## config.mk

```make
export PLATFORM = sky130hd
export DESIGN_NAME = bpd_front
export DESIGN_NICKNAME = d
export VERILOG_FILES = /design/src/rtl/core/assert_macros.svh /design/src/rtl/core/bpd_pkg.sv /design/src/rtl/core/bpd_front.sv
export SDC_FILE = /design/constraint.sdc
export NUM_CORES = 1
export LEC_CHECK = 0
export ABC_CLOCK_PERIOD_IN_PS = 9400
export BUFFER_PORTS_ARGS = -buffer_cell sky130_fd_sc_hd__buf_2
export CAP_MARGIN = 10
export CORE_MARGIN = 1.5
export CORE_UTILIZATION = 50
export CTS_BUF_LIST = sky130_fd_sc_hd__clkbuf_2 sky130_fd_sc_hd__clkbuf_4 sky130_fd_sc_hd__clkbuf_8
export DETAILED_ROUTE_END_ITERATION = 12
export PLACE_DENSITY = 0.76
export SYNTH_ARGS = -nofsm -noshare
export SYNTH_HDL_FRONTEND = slang
export SYNTH_SLANG_ARGS = --single-unit
```

## constraint.sdc

```tcl
create_clock -name clk -period 9.4 [get_ports clk]
set_input_delay 0.94 -clock clk [delete_from_list [all_inputs] [get_ports clk]]
set_output_delay 0.94 -clock clk [all_outputs]
set_load 0.02 [all_outputs]
```

## src/rtl/core/assert_macros.svh

```systemverilog
// Assertion macros shared by the decoder's checking code.
// Needs a clk and an active-low arst_n in the scope where a macro is used.
`ifndef ASSERT_MACROS_SVH
`define ASSERT_MACROS_SVH

// Condition that must hold at every clock edge out of reset.
`define CHK_ALWAYS(label, cond, msg) \
	label: assert property (@(posedge clk) disable iff (!arst_n) (cond)) \
		else $error(msg);

// Condition that must hold in the cycle after a trigger.
`define CHK_NEXT(label, trig, cons, msg) \
	label: assert property (@(posedge clk) disable iff (!arst_n) (trig) |=> (cons)) \
		else $error(msg);

`endif

```

## src/rtl/core/bpd_pkg.sv

```systemverilog
// Shared types and constants of the bitmap pixel row decoder.
// No dependencies; imported by every module of the block but bpd_ram.
package bpd_pkg;

	localparam int MAX_WIDTH     = 4096;
	localparam int MAX_HEIGHT    = 4096;
	localparam int PALETTE_DEPTH = 256;
	localparam int Q_DEPTH       = 4;

	// configuration register indexes
	localparam logic [1:0] REG_FORMAT = 2'd0;
	localparam logic [1:0] REG_WIDTH  = 2'd1;
	localparam logic [1:0] REG_HEIGHT = 2'd2;

	// pixel formats
	localparam logic [1:0] FMT_RGB24 = 2'd0;
	localparam logic [1:0] FMT_PAL8  = 2'd1;
	localparam logic [1:0] FMT_PAL4  = 2'd2;
	localparam logic [1:0] FMT_NONE  = 2'd3;

	// queue entry operations
	localparam logic [1:0] OP_PAL_WR = 2'd0;
	localparam logic [1:0] OP_RGB    = 2'd1;
	localparam logic [1:0] OP_LUT    = 2'd2;

	typedef struct packed {
		logic [1:0]  fmt;
		logic [12:0] width;
		logic [12:0] height;
	} bpd_cfg_t;

	typedef struct packed {
		logic [1:0]  op;
		logic        two_pix;  // lookup entry carries a second pixel
		logic [7:0]  idx_a;    // palette index, first pixel or palette write
		logic [7:0]  idx_b;
		logic [23:0] rgb;      // {red, green, blue}
		logic [11:0] col;      // column of the first pixel
		logic [11:0] row;
		logic        done_a;
		logic        done_b;
	} bpd_entry_t;

	typedef struct packed {
		logic        we;
		logic [7:0]  waddr;
		logic [23:0] wdata;
		logic        re;
		logic [7:0]  raddr;
	} bpd_ram_req_t;

endpackage

```

## src/rtl/core/bpd_front.sv

```systemverilog
// Front end: accepts words, tracks row, column, padding and byte gathering,
// and queues palette writes and pixel operations. Depends on bpd_pkg.
module bpd_front import bpd_pkg::*; (
	input  logic       clk,
	input  logic       arst_n,
	input  bpd_cfg_t   cfg,
	input  logic       in_valid,
	output logic       in_ready,
	input  logic       req_type,
	input  logic [7:0] data_byte,
	input  logic [7:0] pal_index,
	input  logic [23:0] pal_rgb,
	input  logic       q_full,
	output logic       push,
	output bpd_entry_t push_entry
);

	logic [1:0]  phase_q, phase_n;
	logic [7:0]  held1_q, held1_n;
	logic [7:0]  held2_q, held2_n;
	logic [12:0] col_q, col_n;
	logic [12:0] row_q, row_n;
	logic [1:0]  rbp_q, rbp_n;
	logic [1:0]  pad_q, pad_n;

	logic [12:0] eff_w;
	logic [12:0] eff_h;
	logic        accept;
	logic        pixel_act;
	logic        emit;
	logic        second;
	logic [1:0]  col_inc;
	logic [13:0] col_new;
	logic [1:0]  pad;
	logic        row_last;

	always_comb begin
		priority if (cfg.width == '0) begin
			eff_w = 13'd1;
		end else if (32'(cfg.width) > MAX_WIDTH) begin
			eff_w = 13'(MAX_WIDTH);
		end else begin
			eff_w = cfg.width;
		end
		priority if (cfg.height == '0) begin
			eff_h = 13'd1;
		end else if (32'(cfg.height) > MAX_HEIGHT) begin
			eff_h = 13'(MAX_HEIGHT);
		end else begin
			eff_h = cfg.height;
		end
	end

	assign in_ready  = !q_full;
	assign accept    = in_valid && in_ready;
	assign pixel_act = accept && !req_type && (cfg.fmt != FMT_NONE) && (row_q < eff_h);
	assign row_last  = (row_q == eff_h - 13'd1);

	always_comb begin
		phase_n = phase_q;
		held1_n = held1_q;
		held2_n = held2_q;
		col_n   = col_q;
		row_n   = row_q;
		rbp_n   = rbp_q;
		pad_n   = pad_q;
		emit    = 1'b0;
		second  = 1'b0;
		col_inc = 2'd0;
		col_new = '0;
		pad     = '0;
		push_entry         = '0;
		push_entry.col     = col_q[11:0];
		push_entry.row     = row_q[11:0];
		push_entry.done_a  = (col_q == eff_w - 13'd1) && row_last;
		push_entry.done_b  = (14'(col_q) + 14'd1 == 14'(eff_w) - 14'd1) && row_last;

		if (accept && req_type) begin
			push_entry.op    = OP_PAL_WR;
			push_entry.idx_a = pal_index;
			push_entry.rgb   = pal_rgb;
		end else if (pixel_act) begin
			if (pad_q != 2'd0) begin
				pad_n = pad_q - 2'd1;
				if (pad_q == 2'd1) begin
					row_n = row_q + 13'd1;
					rbp_n = 2'd0;
				end
			end else begin
				rbp_n = rbp_q + 2'd1;
				unique case (cfg.fmt)
					FMT_RGB24: begin
						priority if (phase_q == 2'd0) begin
							held1_n = data_byte;
							phase_n = 2'd1;
						end else if (phase_q == 2'd1) begin
							held2_n = data_byte;
							phase_n = 2'd2;
						end else begin
							phase_n        = 2'd0;
							emit           = 1'b1;
							col_inc        = 2'd1;
							push_entry.op  = OP_RGB;
							push_entry.rgb = {data_byte, held2_q, held1_q};
						end
					end
					FMT_PAL8: begin
						emit             = 1'b1;
						col_inc          = 2'd1;
						push_entry.op    = OP_LUT;
						push_entry.idx_a = data_byte;
					end
					FMT_PAL4: begin
						// low nibble only when its column is inside the row
						second             = (14'(col_q) + 14'd1) < 14'(eff_w);
						emit               = 1'b1;
						col_inc            = second ? 2'd2 : 2'd1;
						push_entry.op      = OP_LUT;
						push_entry.two_pix = second;
						push_entry.idx_a   = {4'd0, data_byte[7:4]};
						push_entry.idx_b   = {4'd0, data_byte[3:0]};
					end
					default: begin
					end
				endcase
				if (emit) begin
					col_new = 14'(col_q) + 14'(col_inc);
					if (col_new >= 14'(eff_w)) begin
						col_n   = '0;
						phase_n = 2'd0;
						pad     = 2'd0 - rbp_n;
						if (pad == 2'd0) begin
							row_n = row_q + 13'd1;
							rbp_n = 2'd0;
							pad_n = 2'd0;
						end else begin
							pad_n = pad;
						end
					end else begin
						col_n = col_new[12:0];
					end
				end
			end
		end
	end

	assign push = accept && (req_type || emit);

	always_ff @(posedge clk or negedge arst_n) begin
		if (!arst_n) begin
			phase_q <= '0;
			held1_q <= '0;
			held2_q <= '0;
			col_q   <= '0;
			row_q   <= '0;
			rbp_q   <= '0;
			pad_q   <= '0;
		end else begin
			phase_q <= phase_n;
			held1_q <= held1_n;
			held2_q <= held2_n;
			col_q   <= col_n;
			row_q   <= row_n;
			rbp_q   <= rbp_n;
			pad_q   <= pad_n;
		end
	end

endmodule

```

Word-level counts from Yosys, hierarchy flattened

Index checks and enable logic that the tools add are counted.

Equal/unequal tests: 9
Magnitude comparators: 5
Add/subtract/negate cells: 9
Multiplexer cells: 54
Bitwise logic cells: 3
Reductions and logical operators: 28

Operator list:

| operator                                                               | number |
|---|---|
| 13-bit two-way mux                                                     | 10 |
| 24-bit two-way mux                                                     | 4 |
| 43-bit two-way mux                                                     | 2 |
| 2-bit two-way mux                                                      | 19 |
| 13-bit equality test                                                   | 2 |
| 13-bit greater-than comparator (second input constant)                 | 2 |
| 13-bit logical NOT                                                     | 2 |
| 13-bit by 1-bit subtractor with 13-bit output (second input constant)  | 2 |
| 8-bit two-way mux                                                      | 2 |
| 8-bit one-hot mux with 2 select lines                                  | 1 |
| 13-bit by 1-bit adder with 14-bit output (second input constant)       | 1 |
| 13-bit by 2-bit adder with 14-bit output                               | 1 |
| 14-bit equality test                                                   | 1 |
| 14-bit by 13-bit greater-or-equal comparator with 1-bit output         | 1 |
| 14-bit by 13-bit less-than comparator with 1-bit output                | 1 |
| 13-bit by 1-bit subtractor with 14-bit output (second input constant)  | 1 |
| 13-bit by 1-bit adder with 13-bit output (second input constant)       | 1 |
| 13-bit less-than comparator                                            | 1 |
| 1-bit two-way mux                                                      | 12 |
| 6-bit AND reduction                                                    | 2 |
| 1-bit logical AND                                                      | 8 |
| 4-bit AND reduction                                                    | 2 |
| 2-bit nonzero test                                                     | 4 |
| 2-bit by 1-bit equality test with 1-bit output (second input constant) | 3 |
| 17 further kinds                                                       | 23 |

Input bits: 73
Logic and storage cells: 115
Flip-flop bits (word level): 48
Output and inout port bits: 71

Logic depth before layout (Yosys ltp)

Word-level depth: 14
Gate-level depth with buffers: 30

Worst setup path before layout

No wires, ideal clock.

Kind: input-to-reg
Start: input port cfg[15] (netlist bit)
End: register col_q[9]
Data arrival time: 6.294 ns
Stages on the path: 27
Path slack: 3.023 ns
Library setup time: 0.083 ns
Cell sequence: or4_4 -> nor2_1 -> a31oi_1 -> or2_2 -> inv_1 -> ha_1 -> nor2b_1 -> o21a_1 -> o21a_1 -> o211ai_1 -> a41oi_1 -> or3_1 -> nor3b_1 -> ha_1 -> a21o_1 -> nand2_1 -> nor2_1 -> xor2_1 -> ha_1 -> a21o_1 -> a21o_1 -> a221o_1 -> a21oi_1 -> and2_1 -> clkbuf_1 -> or4b_1 -> o21ai_0

Cells in the longest elaborated chain, start to end: 12
Elaborated cells on any way between the ends: 13
Classes of those cells: add/sub (1); order compare (3); mux (8); reduce/logical (1)

RTL lines:

| element                                                        | line             | text |
|---|---|---|
| start, declared                                                | bpd_front.sv:6   | `input bpd_cfg_t cfg,` |
| 13-bit greater-than comparator                                 | bpd_front.sv:40  | `end else if (32'(cfg.width) > MAX_WIDTH) begin` |
| 13-bit two-way mux                                             | bpd_front.sv:40  |  |
| 13-bit two-way mux (*)                                         | bpd_front.sv:38  | `priority if (cfg.width == '0) begin` |
| 14-bit by 13-bit less-than comparator with 1-bit output        | bpd_front.sv:115 | `second = (14'(col_q) + 14'd1) < 14'(eff_w);` |
| 2-bit two-way mux                                              | bpd_front.sv:117 | `col_inc = second ? 2'd2 : 2'd1;` |
| 2-bit one-hot mux with 3 select lines                          | bpd_front.sv:91  | `unique case (cfg.fmt)` |
| 2-bit two-way mux                                              | bpd_front.sv:83  | `if (pad_q != 2'd0) begin` |
| 2-bit two-way mux                                              | bpd_front.sv:82  | `end else if (pixel_act) begin` |
| 2-bit two-way mux                                              | bpd_front.sv:78  | `if (accept && req_type) begin` |
| 13-bit by 2-bit adder with 14-bit output                       | bpd_front.sv:127 | `col_new = 14'(col_q) + 14'(col_inc);` |
| 14-bit by 13-bit greater-or-equal comparator with 1-bit output | bpd_front.sv:128 | `if (col_new >= 14'(eff_w)) begin` |
| 13-bit two-way mux (*)                                         | bpd_front.sv:128 |  |
| end signal, assigned                                           | bpd_front.sv:162 | `col_q <= col_n;` |
| end, declared                                                  | bpd_front.sv:21  | `logic [12:0] col_q, col_n;` |

Mark *: on every way between the ends. The rest lies on a longest branch, timed or not. The select of a mux whose other input is x is not followed.
A chain may end at the register's enable or synchronous reset.

Worst setup path in the final report

Ends and elaborated chain as after synthesis.

==> run summary <==
CP Capture Type: flop
Hold path cells: 1
Worst skew pair latency: 300 ps
CP arrival: 7270 ps
Largest net degree at the start of global routing: 49
Row cnt: 38
DR vias/cell: 6.05
Critical Path Max Stage Delay: 580 ps
Cells on worst reg2reg path: 25
P_leak: 0.00303 uW
Post-Synth XOR/XNOR Area: 0.117
Asr flop ratio synth: 1.00
Period utilisation layout: 0.750
Endpoints failing setup: 0
Design internal power: 438 uW
Synth Area in Adders: 0.118
Max-cap viol count: 0
Layout Nets: 857
CTS Buf Count: 5
Design Area, Final: 0.00609 mm^2
Post-synthesis instance total: 647
Predominant post-synthesis flop cell: dfrtp_1
Crit path depth: 27
Clock sink total: 48
Mapped cell area: 0.00547 mm^2
DIE AREA: 0.0116 mm^2
Placed cell area: 0.00598 mm^2
Initial Util: 0.509
FF/Latch Area: 0.00120 mm^2
Post-CTS Setup Inserts: 0
Finished Core Util: 0.567
DR iter-0 viols: 371
Main combinational cell family by area after synthesis: simple AND/OR/NAND/NOR gates
Total GRT Usage: 0.261
Distinct cell type count after synthesis: 72
Clk_skew: 6.09 ps
Tmin final: 7050 ps
Fin Setup TNS: 0 ps
Compound-Gate Fraction of Synth Area: 0.208
M2 GR Usage: 0.456
Crit path buf inv count: 2
Pwr per Cell Area: 115 mW/mm^2
Mux contribution to synthesized area: 0.0444
Seq cells post-synth: 48
Most used routing layer: met2
Core area: 0.0107 mm^2
Psw: 260 uW
Worst Hold Class: reg2reg
Die X: 108 um
Clk pwr share: 0.219
H-tree levels: 2
Combinational share of power: 0.373
Routed WL: 15200 um
Vias in the first global route: 4930
CTS tree: yes
Seq/Total Area, Yosys: 0.220
TritonRoute pass-1 iters: 6
Met1 Usage GRT: 0.328
Total gr overflow: 0
Resized cells post-CTS: 0
Req. time, crit path: 9620 ps
Synth-to-layout area growth: 11.4%
Worst Setup SP: cfg[15]
HP Start: held1_q[7]
Detailed-route DRC error count: 0
RR Startpoint: col_q[1]
Post-synth EDFFs: 0
Simple-gate share of the synthesized area: 0.208
Peak supply drop: 0.0911 mV
First-pass GRT wire length: 24000 um
Grt met3 use: 0.0351
Worst setup SP type: input pin
Setup slack after layout: 2350 ps
IO buf count: 139
Fraction of layout cells with a size suffix above 1: 0.257
Top delay family on crit path: simple AND/OR/NAND/NOR gates
Crit-path max FO: 16
Status: completed
WS Path Type: in2reg
Clk slew on worst S/H paths: 90 ps
Syn avg cell area: 8.45 um^2
DP Wirelength: 12200 um
Antenna Cells: 0
Flop pwr share: 0.409
Clock buffer depth: 2
Switching share of power: 0.373
Combined area of the multi-input logic cells: 0.00382 mm^2
Hold Buf Count CTS: 0
Initial antenna violation count: 0
Fmax: 142 MHz
Slew Viols, Final: 0
I/O pins: 144
DIE HEIGHT: 108 um
CTS Root Cell: clkbuf_8
CP max stage cell: or4_4
Top cell by count, worst path: ha_1
Post-route ant nets: 0
Yosys Warn Count: 0
Design Power: 699 uW
Final hold vios: 0
Dpl ws: 2160 ps
Vias: 5291
Gpl congestion: 0.983
Max-slew headroom: 0.269
RSZ-0062 raised after global routing: false
Wire per inst: 17.4 um
Worst Tran Pin Value: 1100 ps
Filler Cells Inserted: 999
## worst register-to-register path, cell delays in order, from the launching register on
cell,delay (ps)
dfrtp_1,540
ha_1,300
nand3_1,170
nor2_1,370
and3_1,230
xor2_1,240
ha_1,290
a21oi_1,130
nor2b_1,60
o21ai_0,260
a41oi_1,200
or3_1,410
nor3b_1,370
ha_1,220
a21o_1,100
nand2_1,100
nor2_1,250
nand3_1,180
xnor2_1,180
ha_1,310
and4_1,220
a221o_1,350
a21oi_1,220
and2_1,500
or4b_1,480
o21ai_0,90
## power by group through the flow
stage	Combinational, uW	Clock [uW]	Sequential, uW
6_report	260	153	286
5_1_grt	290	167	291
4_1_cts	260	156	285
3_5_place_dp	259	0	289
3_3_place_gp	248	0	285
2_1_floorplan	202	0	270
## cells in the mapped netlist, types with 12 or more instances
library cell,n,area (um^2)
nand2_1,67,251
dfrtp_1,48,1200
mux2_2,18,203
xnor2_1,44,385
o21ai_0,34,170
xor2_1,29,254
nand3_1,13,65.1
clkbuf_1,18,67.6
inv_1,20,75.1
buf_4,32,240
and3_1,15,93.8
a22o_1,31,272
nor3_1,20,100
nor2_1,25,93.8
a21oi_1,19,95.1
buf_2,12,60.1
ha_1,50,626
## state kept, by name (all words and copies together) (netlist names)
name / count
col_q: 13
row_q: 13
held1_q: 8
held2_q: 8
pad_q: 2
phase_q: 2
rbp_q: 2
## per-layer routing
layer  wire length (um)  up-vias
li1                   -     2503
met1               6480     2501
met2               7240      262
met3               1060       25
met4                389        0
met5                  0        -
## cell families (layout without fill, tap and decap cells)
family / count (synthesis) / after routing
XOR/XNOR: 73 / 73
AO/OA/AOI/OAI: 155 / 155
adder cells (fa/ha/maj): 51 / 51
flip-flops: 48 / 48
buffers and inverters: 85 / 169
multiplexers: 22 / 22
other: 1 / 4
AND/OR/NAND/NOR: 212 / 212
## worst paths after layout
path                               to  slack, ps
min in group asynchronous    col_q[2]        730
min reg2reg                held1_q[7]        520
min                        held1_q[7]        520
max in group asynchronous    col_q[7]       8260
max                          col_q[9]       2350
max reg2reg                  col_q[9]       2550
## stage by stage
stage	hold WS, ps	std cells
finish	517	874
global route	535	874
CTS	518	874
detailed placement	496	866
global placement	488	866
floorplan	468	650
## cells in the final DEF, fill, tap and decap left out, types with 3 or more instances in the layout
master	instances
a21boi_0	3
a21o_1	7
a21oi_1	19
a22o_1	31
a22oi_1	4
a31oi_1	7
and2_1	8
and3_1	15
and4_1	3
buf_2	139
clkbuf_8	5
conb_1	4
dfrtp_1	48
ha_1	50
inv_1	20
mux2_2	18
mux2i_1	4
nand2_1	67
nand2b_1	7
nand3_1	13
nand4_1	8
nor2_1	25
nor2b_1	5
nor3_1	20
nor3b_1	3
nor4_1	8
nor4b_1	4
o2111ai_1	6
o211ai_1	9
o21a_1	5
o21ai_0	34
o31ai_1	5
or2_2	3
or3_1	5
or4_1	5
xnor2_1	44
xor2_1	29
## area by class of cell
class | instances | area share
tap | 140 | 0.0287
multi-input combinational | 517 | 0.627
clock inverter | 3 | 0.00780
inverter | 21 | 0.0129
timing repair buffer | 140 | 0.115
clock buffer | 5 | 0.0113
sequential | 48 | 0.197
No activity file was read; power rests on OpenSTA's default activity.
