===== src/rtl/core/assert_macros.svh =====
// Assertion macros shared by the decoder's checking code.
// Needs a clk and an active-low arst_n in the scope where a macro is used.
`ifndef ASSERT_MACROS_SVH
`define ASSERT_MACROS_SVH

// Condition that must hold at every clock edge out of reset.
`define CHK_ALWAYS(label, cond, msg) \
	label: assert property (@(posedge clk) disable iff (!arst_n) (cond)) \
		else $error(msg);

// Condition that must hold in the cycle after a trigger.
`define CHK_NEXT(label, trig, cons, msg) \
	label: assert property (@(posedge clk) disable iff (!arst_n) (trig) |=> (cons)) \
		else $error(msg);

`endif


===== src/rtl/core/bpd_pkg.sv =====
// Shared types and constants of the bitmap pixel row decoder.
// No dependencies; imported by every module of the block but bpd_ram.
package bpd_pkg;

	localparam int MAX_WIDTH     = 4096;
	localparam int MAX_HEIGHT    = 4096;
	localparam int PALETTE_DEPTH = 256;
	localparam int Q_DEPTH       = 4;

	// configuration register indexes
	localparam logic [1:0] REG_FORMAT = 2'd0;
	localparam logic [1:0] REG_WIDTH  = 2'd1;
	localparam logic [1:0] REG_HEIGHT = 2'd2;

	// pixel formats
	localparam logic [1:0] FMT_RGB24 = 2'd0;
	localparam logic [1:0] FMT_PAL8  = 2'd1;
	localparam logic [1:0] FMT_PAL4  = 2'd2;
	localparam logic [1:0] FMT_NONE  = 2'd3;

	// queue entry operations
	localparam logic [1:0] OP_PAL_WR = 2'd0;
	localparam logic [1:0] OP_RGB    = 2'd1;
	localparam logic [1:0] OP_LUT    = 2'd2;

	typedef struct packed {
		logic [1:0]  fmt;
		logic [12:0] width;
		logic [12:0] height;
	} bpd_cfg_t;

	typedef struct packed {
		logic [1:0]  op;
		logic        two_pix;  // lookup entry carries a second pixel
		logic [7:0]  idx_a;    // palette index, first pixel or palette write
		logic [7:0]  idx_b;
		logic [23:0] rgb;      // {red, green, blue}
		logic [11:0] col;      // column of the first pixel
		logic [11:0] row;
		logic        done_a;
		logic        done_b;
	} bpd_entry_t;

	typedef struct packed {
		logic        we;
		logic [7:0]  waddr;
		logic [23:0] wdata;
		logic        re;
		logic [7:0]  raddr;
	} bpd_ram_req_t;

endpackage


===== src/rtl/core/bpd_queue.sv =====
// Short queue of decoded operations between front and back.
// Depends on bpd_pkg for the entry type and depth.
module bpd_queue import bpd_pkg::*; (
	input  logic       clk,
	input  logic       arst_n,
	input  logic       push,
	input  bpd_entry_t push_entry,
	output logic       full,
	input  logic       pop,
	output bpd_entry_t head,
	output logic       empty,
	output logic [$clog2(Q_DEPTH):0] count
);

	localparam int PW = $clog2(Q_DEPTH);

	bpd_entry_t    ent_q [Q_DEPTH];
	logic [PW-1:0] wr_ptr_q;
	logic [PW-1:0] rd_ptr_q;
	logic [PW:0]   count_q;

	logic do_push;
	logic do_pop;

	assign full    = (count_q == (PW+1)'(Q_DEPTH));
	assign empty   = (count_q == '0);
	assign do_push = push && !full;
	assign do_pop  = pop && !empty;
	assign head    = ent_q[rd_ptr_q];
	assign count   = count_q;

	always_ff @(posedge clk or negedge arst_n) begin
		if (!arst_n) begin
			wr_ptr_q <= '0;
			rd_ptr_q <= '0;
			count_q  <= '0;
		end else begin
			if (do_push) begin
				wr_ptr_q <= wr_ptr_q + 1'b1;
			end
			if (do_pop) begin
				rd_ptr_q <= rd_ptr_q + 1'b1;
			end
			count_q <= count_q + (PW+1)'(do_push) - (PW+1)'(do_pop);
		end
	end

	always_ff @(posedge clk) begin
		if (do_push) begin
			ent_q[wr_ptr_q] <= push_entry;
		end
	end

endmodule


===== config.mk =====
export PLATFORM = sky130hd
export DESIGN_NAME = bpd_queue
export DESIGN_NICKNAME = d
export VERILOG_FILES = /design/src/rtl/core/assert_macros.svh /design/src/rtl/core/bpd_pkg.sv /design/src/rtl/core/bpd_queue.sv
export SDC_FILE = /design/constraint.sdc
export NUM_CORES = 1
export LEC_CHECK = 0
export BUFFER_PORTS_ARGS = -buffer_cell sky130_fd_sc_hd__buf_2
export CORE_ASPECT_RATIO = 1.4
export CORE_UTILIZATION = 41
export DETAILED_ROUTE_END_ITERATION = 10
export GPL_ROUTABILITY_DRIVEN = 1
export SLEW_MARGIN = 40
export SYNTH_ARGS = -nofsm -noshare
export SYNTH_HDL_FRONTEND = slang
export SYNTH_SLANG_ARGS = --single-unit

===== constraint.sdc =====
create_clock -name clk -period 3.6 [get_ports clk]
set_clock_uncertainty 0.2 [all_clocks]
set_input_delay 0.36 -clock clk [delete_from_list [all_inputs] [get_ports clk]]
set_output_delay 0.36 -clock clk [all_outputs]
set_load 0.02 [all_outputs]

After elaboration in Yosys (flattened, before gate mapping):

Memories as Yosys holds them, arrays and structs flattened.
Index checks and enable logic that the tools add are counted.

* register bits after elaboration: 7
* logic and storage cells: 16
* output and inout bits: 74
* memory bits (writable): 276
* memories kept: 1
* input bits: 73

Memories
* ent_q: words 4, bits a word 69, rd ports 1, clocked after Yosys merged registers in 0, write ports 1, RTL line bpd_queue.sv:17 `bpd_entry_t ent_q [Q_DEPTH];`

* multiplexer cells: 2
* reductions and logical operators: 5
* add/subtract/negate cells: 4
* equal/unequal tests: 1

Operator list (count)
* $add A2 B1 Y2 const B: 2
* $add A3 B1 Y3: 1
* $eq A3 B3 Y1 const B: 1
* $logic_not A3 Y1: 1
* $sub A3 B1 Y3: 1
* $logic_and A1 B1 Y1: 2
* $logic_not A1 Y1: 2
* $mux W1: 2

Depth between registers and ports, before layout:

Gate-level depths: netlist (run 1).

* depth after elaboration: 5
* gate-level depth with buffers: 8
* mapped depth without buffers: 8

Least setup slack after synthesis (run 1):

OpenSTA, ideal clock, no wires.

* path kind: register -> register
* start point: register count_q[2] (netlist: count[2])
* end point: memory ent_q[0][0] (netlist bit), enable pin
* clock period less this slack: 3.165 ns
* slack: 0.435 ns
* required time: 2.965 ns
* arrival time: 2.530 ns
* path buffers: 0
* stages on the path, launching flop included: 3
* setup time: 0.435 ns
* path through: dfrtp_1 nor3b_2 and3b_1

* cells in the longest elaborated chain, start to end: 5

RTL lines
* start, declared: RTL line bpd_queue.sv:20 `logic [PW:0] count_q;`
* start signal, assigned: RTL line bpd_queue.sv:44 `count_q <= count_q + (PW+1)'(do_push) - (PW+1)'(do_pop);`
* $eq A3 B3 Y1: RTL line bpd_queue.sv:25 `assign full = (count_q == (PW+1)'(Q_DEPTH));`
* via full: RTL line bpd_queue.sv:8 `output logic full,`
* $logic_not A1 Y1: RTL line bpd_queue.sv:27 `assign do_push = push && !full;`
* $logic_and A1 B1 Y1: RTL line bpd_queue.sv:27
* $mux W1: RTL line bpd_queue.sv:49 `if (do_push) begin`
* $mux W1 (not written as such): RTL line bpd_queue.sv:50 `ent_q[wr_ptr_q] <= push_entry;`
* end, declared: RTL line bpd_queue.sv:17

The timed path passes the listed nets, and every way through them passes these cells.

==> out/results.ini, run 1 <==
[power]
leakagePower_nw = 4.56
p_per_area_nw_per_um2 = 815
p_sw_frac = 0.314
pwr-share-comb = 0.312
internal_power_mw = 7.37
power_frac_seq = 0.434
power.switching_mw = 3.37
irDropWorstVdd_uv = 586
p_clk_frac = 0.254

[timing]
max_slew_margin = 0.509
slew_violations = 0
report.final.setup_viol = 0
finalSetupTns_ns = 0
fmax_ghz = 0.332
worst_slew_pin_slew_ns = 0.737
hold_viol = 0
finalCriticalPeriod_ns = 3.01
rsz0062_at_grt = no
finalCritPeriodShare = 0.836

[drt]
drc = 0
first_pass_iters = 6
routed_wl_mm = 19.8
ant_nets = 0
via_per_inst = 5.08
drtIter0Drc = 232
vias = 4972
wire_per_inst_um = 20.2

[setup_path]
critPathArrivalTime_ns = 2.45
cp_max_fo = 22
r2r_slack_ns = 1.15
rr_worst_depth = 8
max_stage_delay_ns = 0.70
r2r-start = count[2]$_DFF_PN0_
r2r_end = count[2]$_DFF_PN0_
path_cells = buf_4, mux4_2, buf_2
required_ns = 3.04
end_kind = output pin
cp-startpoint = rd_ptr_q[0]$_DFFE_PN0P_
start_kind = flip-flop
crit_end = head[59]
slowest_stage = dfrtp_4
setup.worst_path.class = flip-flop to output pin

[grt]
grtUsageTotal = 0.156
first_global_vias = 5591
grt_max_degree = 37
grt_pass1_wl_mm = 30.4
antenna_found_initial = 3
overflow = 0

[min_path]
hold_depth = 2
hp-class = input pin to flip-flop

[yosys]
synth.distinct_cells = 21
yosys-top-cells-area = edfxtp_1 (79%), mux4_2 (15%), dfrtp_1 (1.7%)
yosys.area.top_type = edfxtp_1
synth-warning-count = 0
synth_top_area_frac = 0.789
syn_inst = 402
synth.avg_cell_area_um2 = 26.1
synth_nets = 482
ys_seq_elements = 283
ys_seq_area_frac = 0.806
synth_area_um2 = 10500

[placed_design]
postPlaceCellArea_um2 = 11600
dpl.hpwl_mm = 11.8
gp_congestion = 0.689
portBuffers = 146

[final_layout]
drive_gt1_frac = 0.407
layout_commonest_cell = edfxtp_1
n_fill_cell = 1975
mostFrequentLayoutCells = edfxtp_1 (276), buf_2 (146), dlygate4sd3_1 (73)
area_growth_pct = 25.5
final_area_um2 = 13200
nNetsFinal = 723
antennaDiodeCount = 0
fin_util = 0.529

[status]
status = complete, no violations

[floorplan]
io_pins = 147
coreArea_um2 = 24900
die_h_um = 191
dieArea_um2 = 26300
die_x_um = 137
rows = 68
initial_utilization = 0.421

[clocking]
cts-resized-gates = 0
clk_pin_slew_ns = 0.06
htreeDepth = 1
cts-root-buf = clkbuf_16
insertion_delay_ns = 0.53
clockBufferDepth = 3
cts-buffers-inserted = 27
post_cts_buffers = 0
tritoncts = done
clock-sinks = 283

[job]
cap_violations = 0

==> metal layers <==
metal / vias up / part of all wire / routed length (um) / track usage
met5: - / 0.0019 / 37 / 0
li1: 2213 / - / - / -
met2: 133 / 0.54 / 10700 / 0.288
met1: 2585 / 0.39 / 7780 / 0.182
met4: 6 / 0.019 / 384 / 0.0448
met3: 35 / 0.044 / 872 / 0.0281
==> worst min-delay path by stage <==
stage,endpoint,from
2_1_floorplan,count[0]$_DFF_PN0_,arst_n
3_3_place_gp,wr_ptr_q[1]$_DFFE_PN0P_,arst_n
3_5_place_dp,wr_ptr_q[1]$_DFFE_PN0P_,arst_n
4_1_cts,ent_q[1][4]$_DFFE_PP_,push_entry[4]
5_1_grt,ent_q[1][4]$_DFFE_PP_,push_entry[4]
6_report,ent_q[3][51]$_DFFE_PP_,push_entry[51]
==> power by group through the flow <==
stage,clock [mW],combinational (mW),sequential (mW)
after floorplan,0,2.53,4.58
after global placement,0,3.35,4.70
after detailed placement,0,3.39,4.75
after CTS,2.80,3.46,4.68
after global routing,2.92,3.62,4.74
final,2.73,3.35,4.66
==> critical path: cells and delay by family, from the launching register on <==
family / cells / cell delay [ns]
DFF: 1 / 0.70
muxes: 1 / 0.61
buffers and inverters: 2 / 0.60
==> cell families after synthesis <==
| logic type | synth area share |
|---|---|
| flip-flops | 0.806 |
| AO/OA/AOI/OAI | 0.00298 |
| XOR/XNOR | 0.00334 |
| multiplexers | 0.148 |
| buffers and inverters | 0.0203 |
| adder cells (fa/ha/maj) | 0.00906 |
| AND/OR/NAND/NOR | 0.00989 |
==> state kept, by name, summed over array words and instances (netlist names) <==
register	count
count	3
ent_q	276
rd_ptr_q	2
wr_ptr_q	2
==> synthesized netlist by cell type, drive strengths merged <==
master   instances
o311ai           1
dfrtp            7
buf             15
and3b            4
nand2            1
nor3b            1
inv              6
mux4            69
nand2b           4
o31ai            1
fa               1
o211ai           2
nand4bb          2
xnor2            4
clkbuf           1
edfxtp         276
nor3             1
ha               6
==> metrics by stage <==
stage	hold WS [ns]	power, mW	setup WS, ns	cells
floorplan	-0.136	7.11	0.435	402
global placement	-0.00238	8.05	1.09	856
detailed placement	0.00667	8.14	1.08	856
CTS	0.359	10.9	0.490	979
global route	0.359	11.3	0.416	979
finish	0.382	10.7	0.590	979
==> layout make-up <==
class                      count  area (um^2)  area share
timing repair buffer         228         1590       0.121
sequential                   283         8470       0.643
inverter                       6         22.5     0.00171
multi-input combinational     97         1840       0.139
tap                          315          394      0.0299
clock inverter                23          185      0.0141
clock buffer                  27          676      0.0513
==> what timing repair did <==
action	CTS	global route
hold endpoints to repair	287	0
hold buffers	73	0
endpoints found under the setup margin	0	0
(Power assumes the default switching activity.)
==> inputs of run 2 (changes only) <==
==> constraint.sdc (replaced) <==
create_clock -name clk -period 3 [get_ports clk]
set_clock_uncertainty 0.2 [all_clocks]
set_input_delay 0.3 -clock clk [delete_from_list [all_inputs] [get_ports clk]]
set_output_delay 0.3 -clock clk [all_outputs]
set_load 0.02 [all_outputs]
==> run 2 against run 1 <==
Clock-buffer cell count rose by 5; worst setup slack got worse by 0.33 ns; sequential cell count did not move; cell count rose by 0.31%; critical path depth did not move; design area fell by 0.18%; via count barely moved; routed wire length fell by 0.22%; worst hold slack got worse by 0.064 ns; register-to-register slack got worse by 0.61 ns; sequential share of layout area rose by 0.12 points; first-iteration DRC count fell by 7.8%; largest cell class unchanged.
==> out/results.ini, run 2 (synthesis gave the netlist of run 1 again) <==
[setup_path]
max_stage_delay_ns = 0.63
critPathArrivalTime_ns = 2.24
end_kind = output pin
path_cells = buf_12, mux4_1, buf_2
r2r_slack_ns = 0.54
crit_end = head[68]
r2r_end = count[2]$_DFF_PN0_
rr_worst_depth = 8
cp_max_fo = 28
setup.worst_path.class = flip-flop to output pin
cp-startpoint = rd_ptr_q[0]$_DFFE_PN0P_
r2r-start = count[2]$_DFF_PN0_
start_kind = flip-flop
required_ns = 2.50
slowest_stage = dfrtp_4

[grt]
first_global_vias = 5535
grtUsageTotal = 0.156
grt_pass1_wl_mm = 30.3
grt_max_degree = 43
overflow = 0
antenna_found_initial = 0

[floorplan]
initial_utilization = 0.421
coreArea_um2 = 24900
rows = 68
dieArea_um2 = 26300
die_h_um = 191
die_x_um = 137
io_pins = 147

[final_layout]
layout_commonest_cell = edfxtp_1
drive_gt1_frac = 0.405
n_fill_cell = 1981
mostFrequentLayoutCells = edfxtp_1 (276), buf_2 (146), dlygate4sd3_1 (73)
area_growth_pct = 25.3
largest_reg_flops = 276
nNetsFinal = 727
largest-register = ent_q
antennaDiodeCount = 0

[clocking]
clock-sinks = 283
clk_pin_slew_ns = 0.06
clockBufferDepth = 3
htreeDepth = 1
tritoncts = done
post_cts_buffers = 0
cts-root-buf = clkbuf_16
cts-buffers-inserted = 27
insertion_delay_ns = 0.53
cts-resized-gates = 0

[timing]
setup_ws_ns = 0.263
fmax_ghz = 0.365
worst_slew_pin_slew_ns = 0.668
finalCritPeriodShare = 0.912
hold_viol = 0
finalSetupTns_ns = 0
hold_slack_ns = 0.317
rsz0062_at_grt = no
report.final.setup_viol = 0
finalCriticalPeriod_ns = 2.74
slew_violations = 0
max_slew_margin = 0.555

[power]
irDropWorstVdd_uv = 559
p_total_mw = 12.8
p_per_area_nw_per_um2 = 969
leakagePower_nw = 4.54

[drt]
wire_per_inst_um = 20.1
via_per_inst = 5.07
routed_wl_mm = 19.7
dr_wl_met3_um = 837
vias = 4975
highest-signal-layer = met4
drtIter0Drc = 214
first_pass_iters = 4
wl_met1_mm = 7.74
ant_nets = 0
drc = 0
met2_length_mm = 10.6

[job]
cap_violations = 0

[min_path]
hp-class = input pin to flip-flop

[placed_design]
dp_slack_ns = 0.564
portBuffers = 146
gp_congestion = 0.738
dpl.hpwl_mm = 12.0

[status]
status = complete, no violations

## run 2: cell types whose count changed in the layout (fill, tap and decap cells not counted), sizes merged
cell	previous run	this run
clkinvlp	0	2
inv	8	7
clkinv	18	13
bufinv	3	1
clkbuf	27	32
buf	155	159
## run 2: worst max-delay path, delay by kind of cell, from the launching register on
kind / cells / cell delay (ns)
buffers and inverters: 2 / 0.47
DFF: 1 / 0.63
muxes: 1 / 0.59
## run 2: metal layers
layer,global-route usage,up-vias
li1,-,2220
met5,0,-
met2,0.285,131
met1,0.180,2588
met3,0.0278,36
met4,0.0533,0
## run 2: how the worst min path moves through the flow
stage               slack [ns]                      end           from  cells after the start
floorplan                -0.20       count[0]$_DFF_PN0_         arst_n                      0
global placement         -0.05  rd_ptr_q[0]$_DFFE_PN0P_         arst_n                      1
detailed placement       -0.05       count[0]$_DFF_PN0_         arst_n                      1
CTS                       0.30    ent_q[1][7]$_DFFE_PP_  push_entry[7]                      2
global route              0.32    ent_q[2][9]$_DFFE_PP_  push_entry[9]                      2
finish                    0.32    ent_q[0][0]$_DFFE_PP_  push_entry[0]                      2
## run 2: layout make-up
type	instances	area, um^2	share of cell area
tap	315	394	0.0300
clock buffer	32	694	0.0528
timing repair buffer	232	1620	0.123
clock inverter	17	113	0.00856
inverter	6	22.5	0.00171
multi-input combinational	97	1840	0.140
sequential	283	8470	0.644
## run 2: per-stage QoR
| stage | cells | utilization | cell area [um^2] |
|---|---|---|---|
| 3_5_place_dp | 860 | 0.466 | 11600 |
| 5_1_grt | 982 | 0.528 | 13200 |
| 3_3_place_gp | 860 | 0.466 | 11600 |
| 2_1_floorplan | 402 | - | 10500 |
| 4_1_cts | 982 | 0.528 | 13200 |
| 6_report | 982 | 0.528 | 13200 |
## run 2: repair_timing
action	4_1_cts	5_1_grt
hold buffers	73	0
endpoints found under the hold margin	287	0
setup endpoints to repair	0	0
## run 2: report_power, final
part	internal [mW]	leakage (nW)	switching (mW)	total [mW]
sequential	5.22	2.61	0.354	5.57
combinational	1.76	1.54	2.33	4.09
clock	1.73	0.390	1.36	3.09
==> inputs of run 3 (changes only) <==
--- a/config.mk
+++ b/config.mk
@@ -5,6 +5,7 @@
 export SDC_FILE = /design/constraint.sdc
 export NUM_CORES = 1
 export LEC_CHECK = 0
+export ABC_AREA = 1
 export BUFFER_PORTS_ARGS = -buffer_cell sky130_fd_sc_hd__buf_2
 export CORE_ASPECT_RATIO = 1.4
 export CORE_UTILIZATION = 41
==> constraint.sdc (replaced) <==
create_clock -name clk -period 2.6 [get_ports clk]
set_clock_uncertainty 0.2 [all_clocks]
set_input_delay 0.26 -clock clk [delete_from_list [all_inputs] [get_ports clk]]
set_output_delay 0.26 -clock clk [all_outputs]
set_load 0.02 [all_outputs]
==> run 3 against run 2 <==
Routed wire length increased by 15%; clock power grew 18%; sequential share of layout area decreased by 4.3 points; power is 25% higher; largest power group unchanged; highest routed layer unchanged; utilization is 0.43 points lower; die area up 7.1%; critical endpoint is now head[16]; first-iteration DRC count is 12% higher; synthesized cell count is 130% higher.
==> out/results.ini, run 3 <==
[final_layout]
drive_gt1_frac = 0.177
largest_reg_flops = 276
layout_commonest_cell = edfxtp_1
n_fill_cell = 2347
largest-register = ent_q
final_area_um2 = 14100
fin_util = 0.523
mostFrequentLayoutCells = edfxtp_1 (276), nand2_1 (226), buf_2 (146)
nNetsFinal = 1233
area_growth_pct = 25.1
antennaDiodeCount = 0

[placed_design]
postPlaceCellArea_um2 = 12500
gp_congestion = 0.714
dp_slack_ns = 0.426
dpl.hpwl_mm = 12.2
portBuffers = 146

[grt]
grt_pass1_wl_mm = 34.8
overflow = 0
first_global_vias = 6758
grt_max_degree = 79
grtUsageTotal = 0.159
antenna_found_initial = 0

[timing]
setup_ws_ns = 0.157
rsz0062_at_grt = no
fmax_ghz = 0.409
slew_violations = 0
hold_viol = 0
finalCriticalPeriod_ns = 2.44
worst_slew_pin_slew_ns = 0.471
report.final.setup_viol = 0
max_slew_margin = 0.686
finalCritPeriodShare = 0.940

[yosys]
yosys.area.top_type = edfxtp_1
synth.distinct_cells = 16
synth_common_cells = edfxtp_1 (276), nand2_1 (226), nor2_1 (143), o21ai_0 (108), inv_1 (85)
synth_nets = 1012
ys_seq_elements = 283
syn_inst = 932
synth-warning-count = 0
synth_top_area_frac = 0.736
synth_area_um2 = 11300
ys_seq_area_frac = 0.752
yosys-top-cells-area = edfxtp_1 (74%), nand2_1 (7.5%), o21ai_0 (4.8%)
synthArstFlopShare = 0.0247
synth.avg_cell_area_um2 = 12.1
synth_edf_count = 276
yosysMostFrequentCell = edfxtp_1
yosys_most_used_dff = edfxtp_1

[power]
irDropWorstVdd_uv = 786
power.switching_mw = 5.93
power_frac_seq = 0.391
leakagePower_nw = 5.66
internal_power_mw = 10.0
pwr-share-comb = 0.380
p_per_area_nw_per_um2 = 1130
p_sw_frac = 0.372
p_total_mw = 15.9
p_clk_frac = 0.229

[job]
cap_violations = 0

[status]
status = complete, no violations

[floorplan]
die_x_um = 142
dieArea_um2 = 28100
die_h_um = 198
coreArea_um2 = 26900
initial_utilization = 0.418
io_pins = 147
rows = 71

[min_path]
hold_depth = 2
hp-class = input pin to flip-flop
hp-start = push_entry[23]
hold-path-endpoint = ent_q[2][23]$_DFFE_PP_

[setup_path]
setup.worst_path.class = flip-flop to output pin
max_stage_delay_ns = 0.59
critPathArrivalTime_ns = 1.98
start_kind = flip-flop
r2r_end = count[2]$_DFF_PN0_
path_cells = inv_2, buf_16, o21ai_0, nand2_1, buf_2
rr_worst_depth = 10
slowest_stage = dfrtp_4
r2r_slack_ns = 0.38
required_ns = 2.14
end_kind = output pin
cp_max_fo = 35
r2r-start = count[1]$_DFF_PN0_

[clocking]
insertion_delay_ns = 0.52
clockBufferDepth = 3
cts-buffers-inserted = 27
tritoncts = done
cts-root-buf = clkbuf_16
htreeDepth = 1
clk_pin_slew_ns = 0.06
clock-sinks = 283

[drt]
wire_per_inst_um = 14.7
drtIter0Drc = 240
ant_nets = 0
vias = 7113
via_per_inst = 4.63
first_pass_iters = 4
routed_wl_mm = 22.6
drc = 0

==> run 3: cell types whose count changed after synthesis, moves of 7 or more <==
cell,before,now
nand2_1,1,226
nor2_1,0,143
o21ai_0,0,108
inv_1,6,85
mux4_2,68,0
o21ai_1,0,30
clkbuf_1,1,19
buf_6,1,11
buf_12,7,0
==> run 3: worst max path at each step <==
stage | from | end | slack (ns) | cells past startpoint
after floorplan | count[1]$_DFF_PN0_ | ent_q[0][0]$_DFFE_PP_ | -0.70 | 4
after global placement | count[1]$_DFF_PN0_ | count[2]$_DFF_PN0_ | 0.47 | 10
after detailed placement | count[1]$_DFF_PN0_ | count[2]$_DFF_PN0_ | 0.43 | 10
after CTS | rd_ptr_q[0]$_DFFE_PN0P_ | head[16] | 0.02 | 5
after global routing | rd_ptr_q[0]$_DFFE_PN0P_ | head[49] | 0.02 | 5
final | rd_ptr_q[0]$_DFFE_PN0P_ | head[16] | 0.16 | 5
==> run 3: cell families after synthesis <==
family | count (synthesis) | share of synthesized area
buffers and inverters | 130 | 0.0528
adder cells (fa/ha/maj) | 7 | 0.00845
AO/OA/AOI/OAI | 138 | 0.0614
flip-flops | 283 | 0.752
AND/OR/NAND/NOR | 374 | 0.125
==> run 3: worst max-delay path: cells and delay by family, from the launching register on <==
family / cells / cell delay, ns
buffers and inverters: 3 / 0.61
flip-flops: 1 / 0.59
AO/OA/AOI/OAI: 1 / 0.12
AND/OR/NAND/NOR: 1 / 0.13
==> run 3: through the flow <==
stage,cells,TNS [ns],hold WS (ns)
4_1_cts,1534,0,0.260
3_5_place_dp,1414,0,-0.0932
2_1_floorplan,932,-192.72,-0.236
5_1_grt,1536,0,0.273
6_report,1536,0,0.281
3_3_place_gp,1414,0,-0.0949
==> run 3: layout make-up <==
type,instances,area (um^2),area share
Tap cell,365,457,0.0324
Clock buffer,30,687,0.0488
Timing Repair Buffer,237,1790,0.127
Sequential cell,283,8470,0.601
Multi-Input combinational cell,519,2230,0.158
Clock inverter,17,131,0.00933
Inverter,85,324,0.0230
==> run 3: power by group through the flow <==
stage          Combinational [mW]  Clock, mW  Sequential (mW)
2_1_floorplan                3.99          0             6.32
4_1_cts                      6.06       3.74             6.25
3_5_place_dp                 5.95          0             6.35
5_1_grt                      6.81       3.93             6.31
6_report                     6.06       3.65             6.24
3_3_place_gp                 5.89          0             6.32
==> run 3: layer usage <==
layer  vias to the layer above  wire (um)  track usage
met5                         -          0            0
li1                       3566          -            -
met4                         0        377       0.0402
met3                        31       1040       0.0281
met2                       132      11800        0.290
met1                      3384       9410        0.192
==> run 3: what timing repair did <==
item                                   CTS  global route
setup endpoints to repair                0            30
setup buffers                            0             1
endpoints found under the hold margin  287             0
resized for setup                        0             3
hold buffers                            73             0
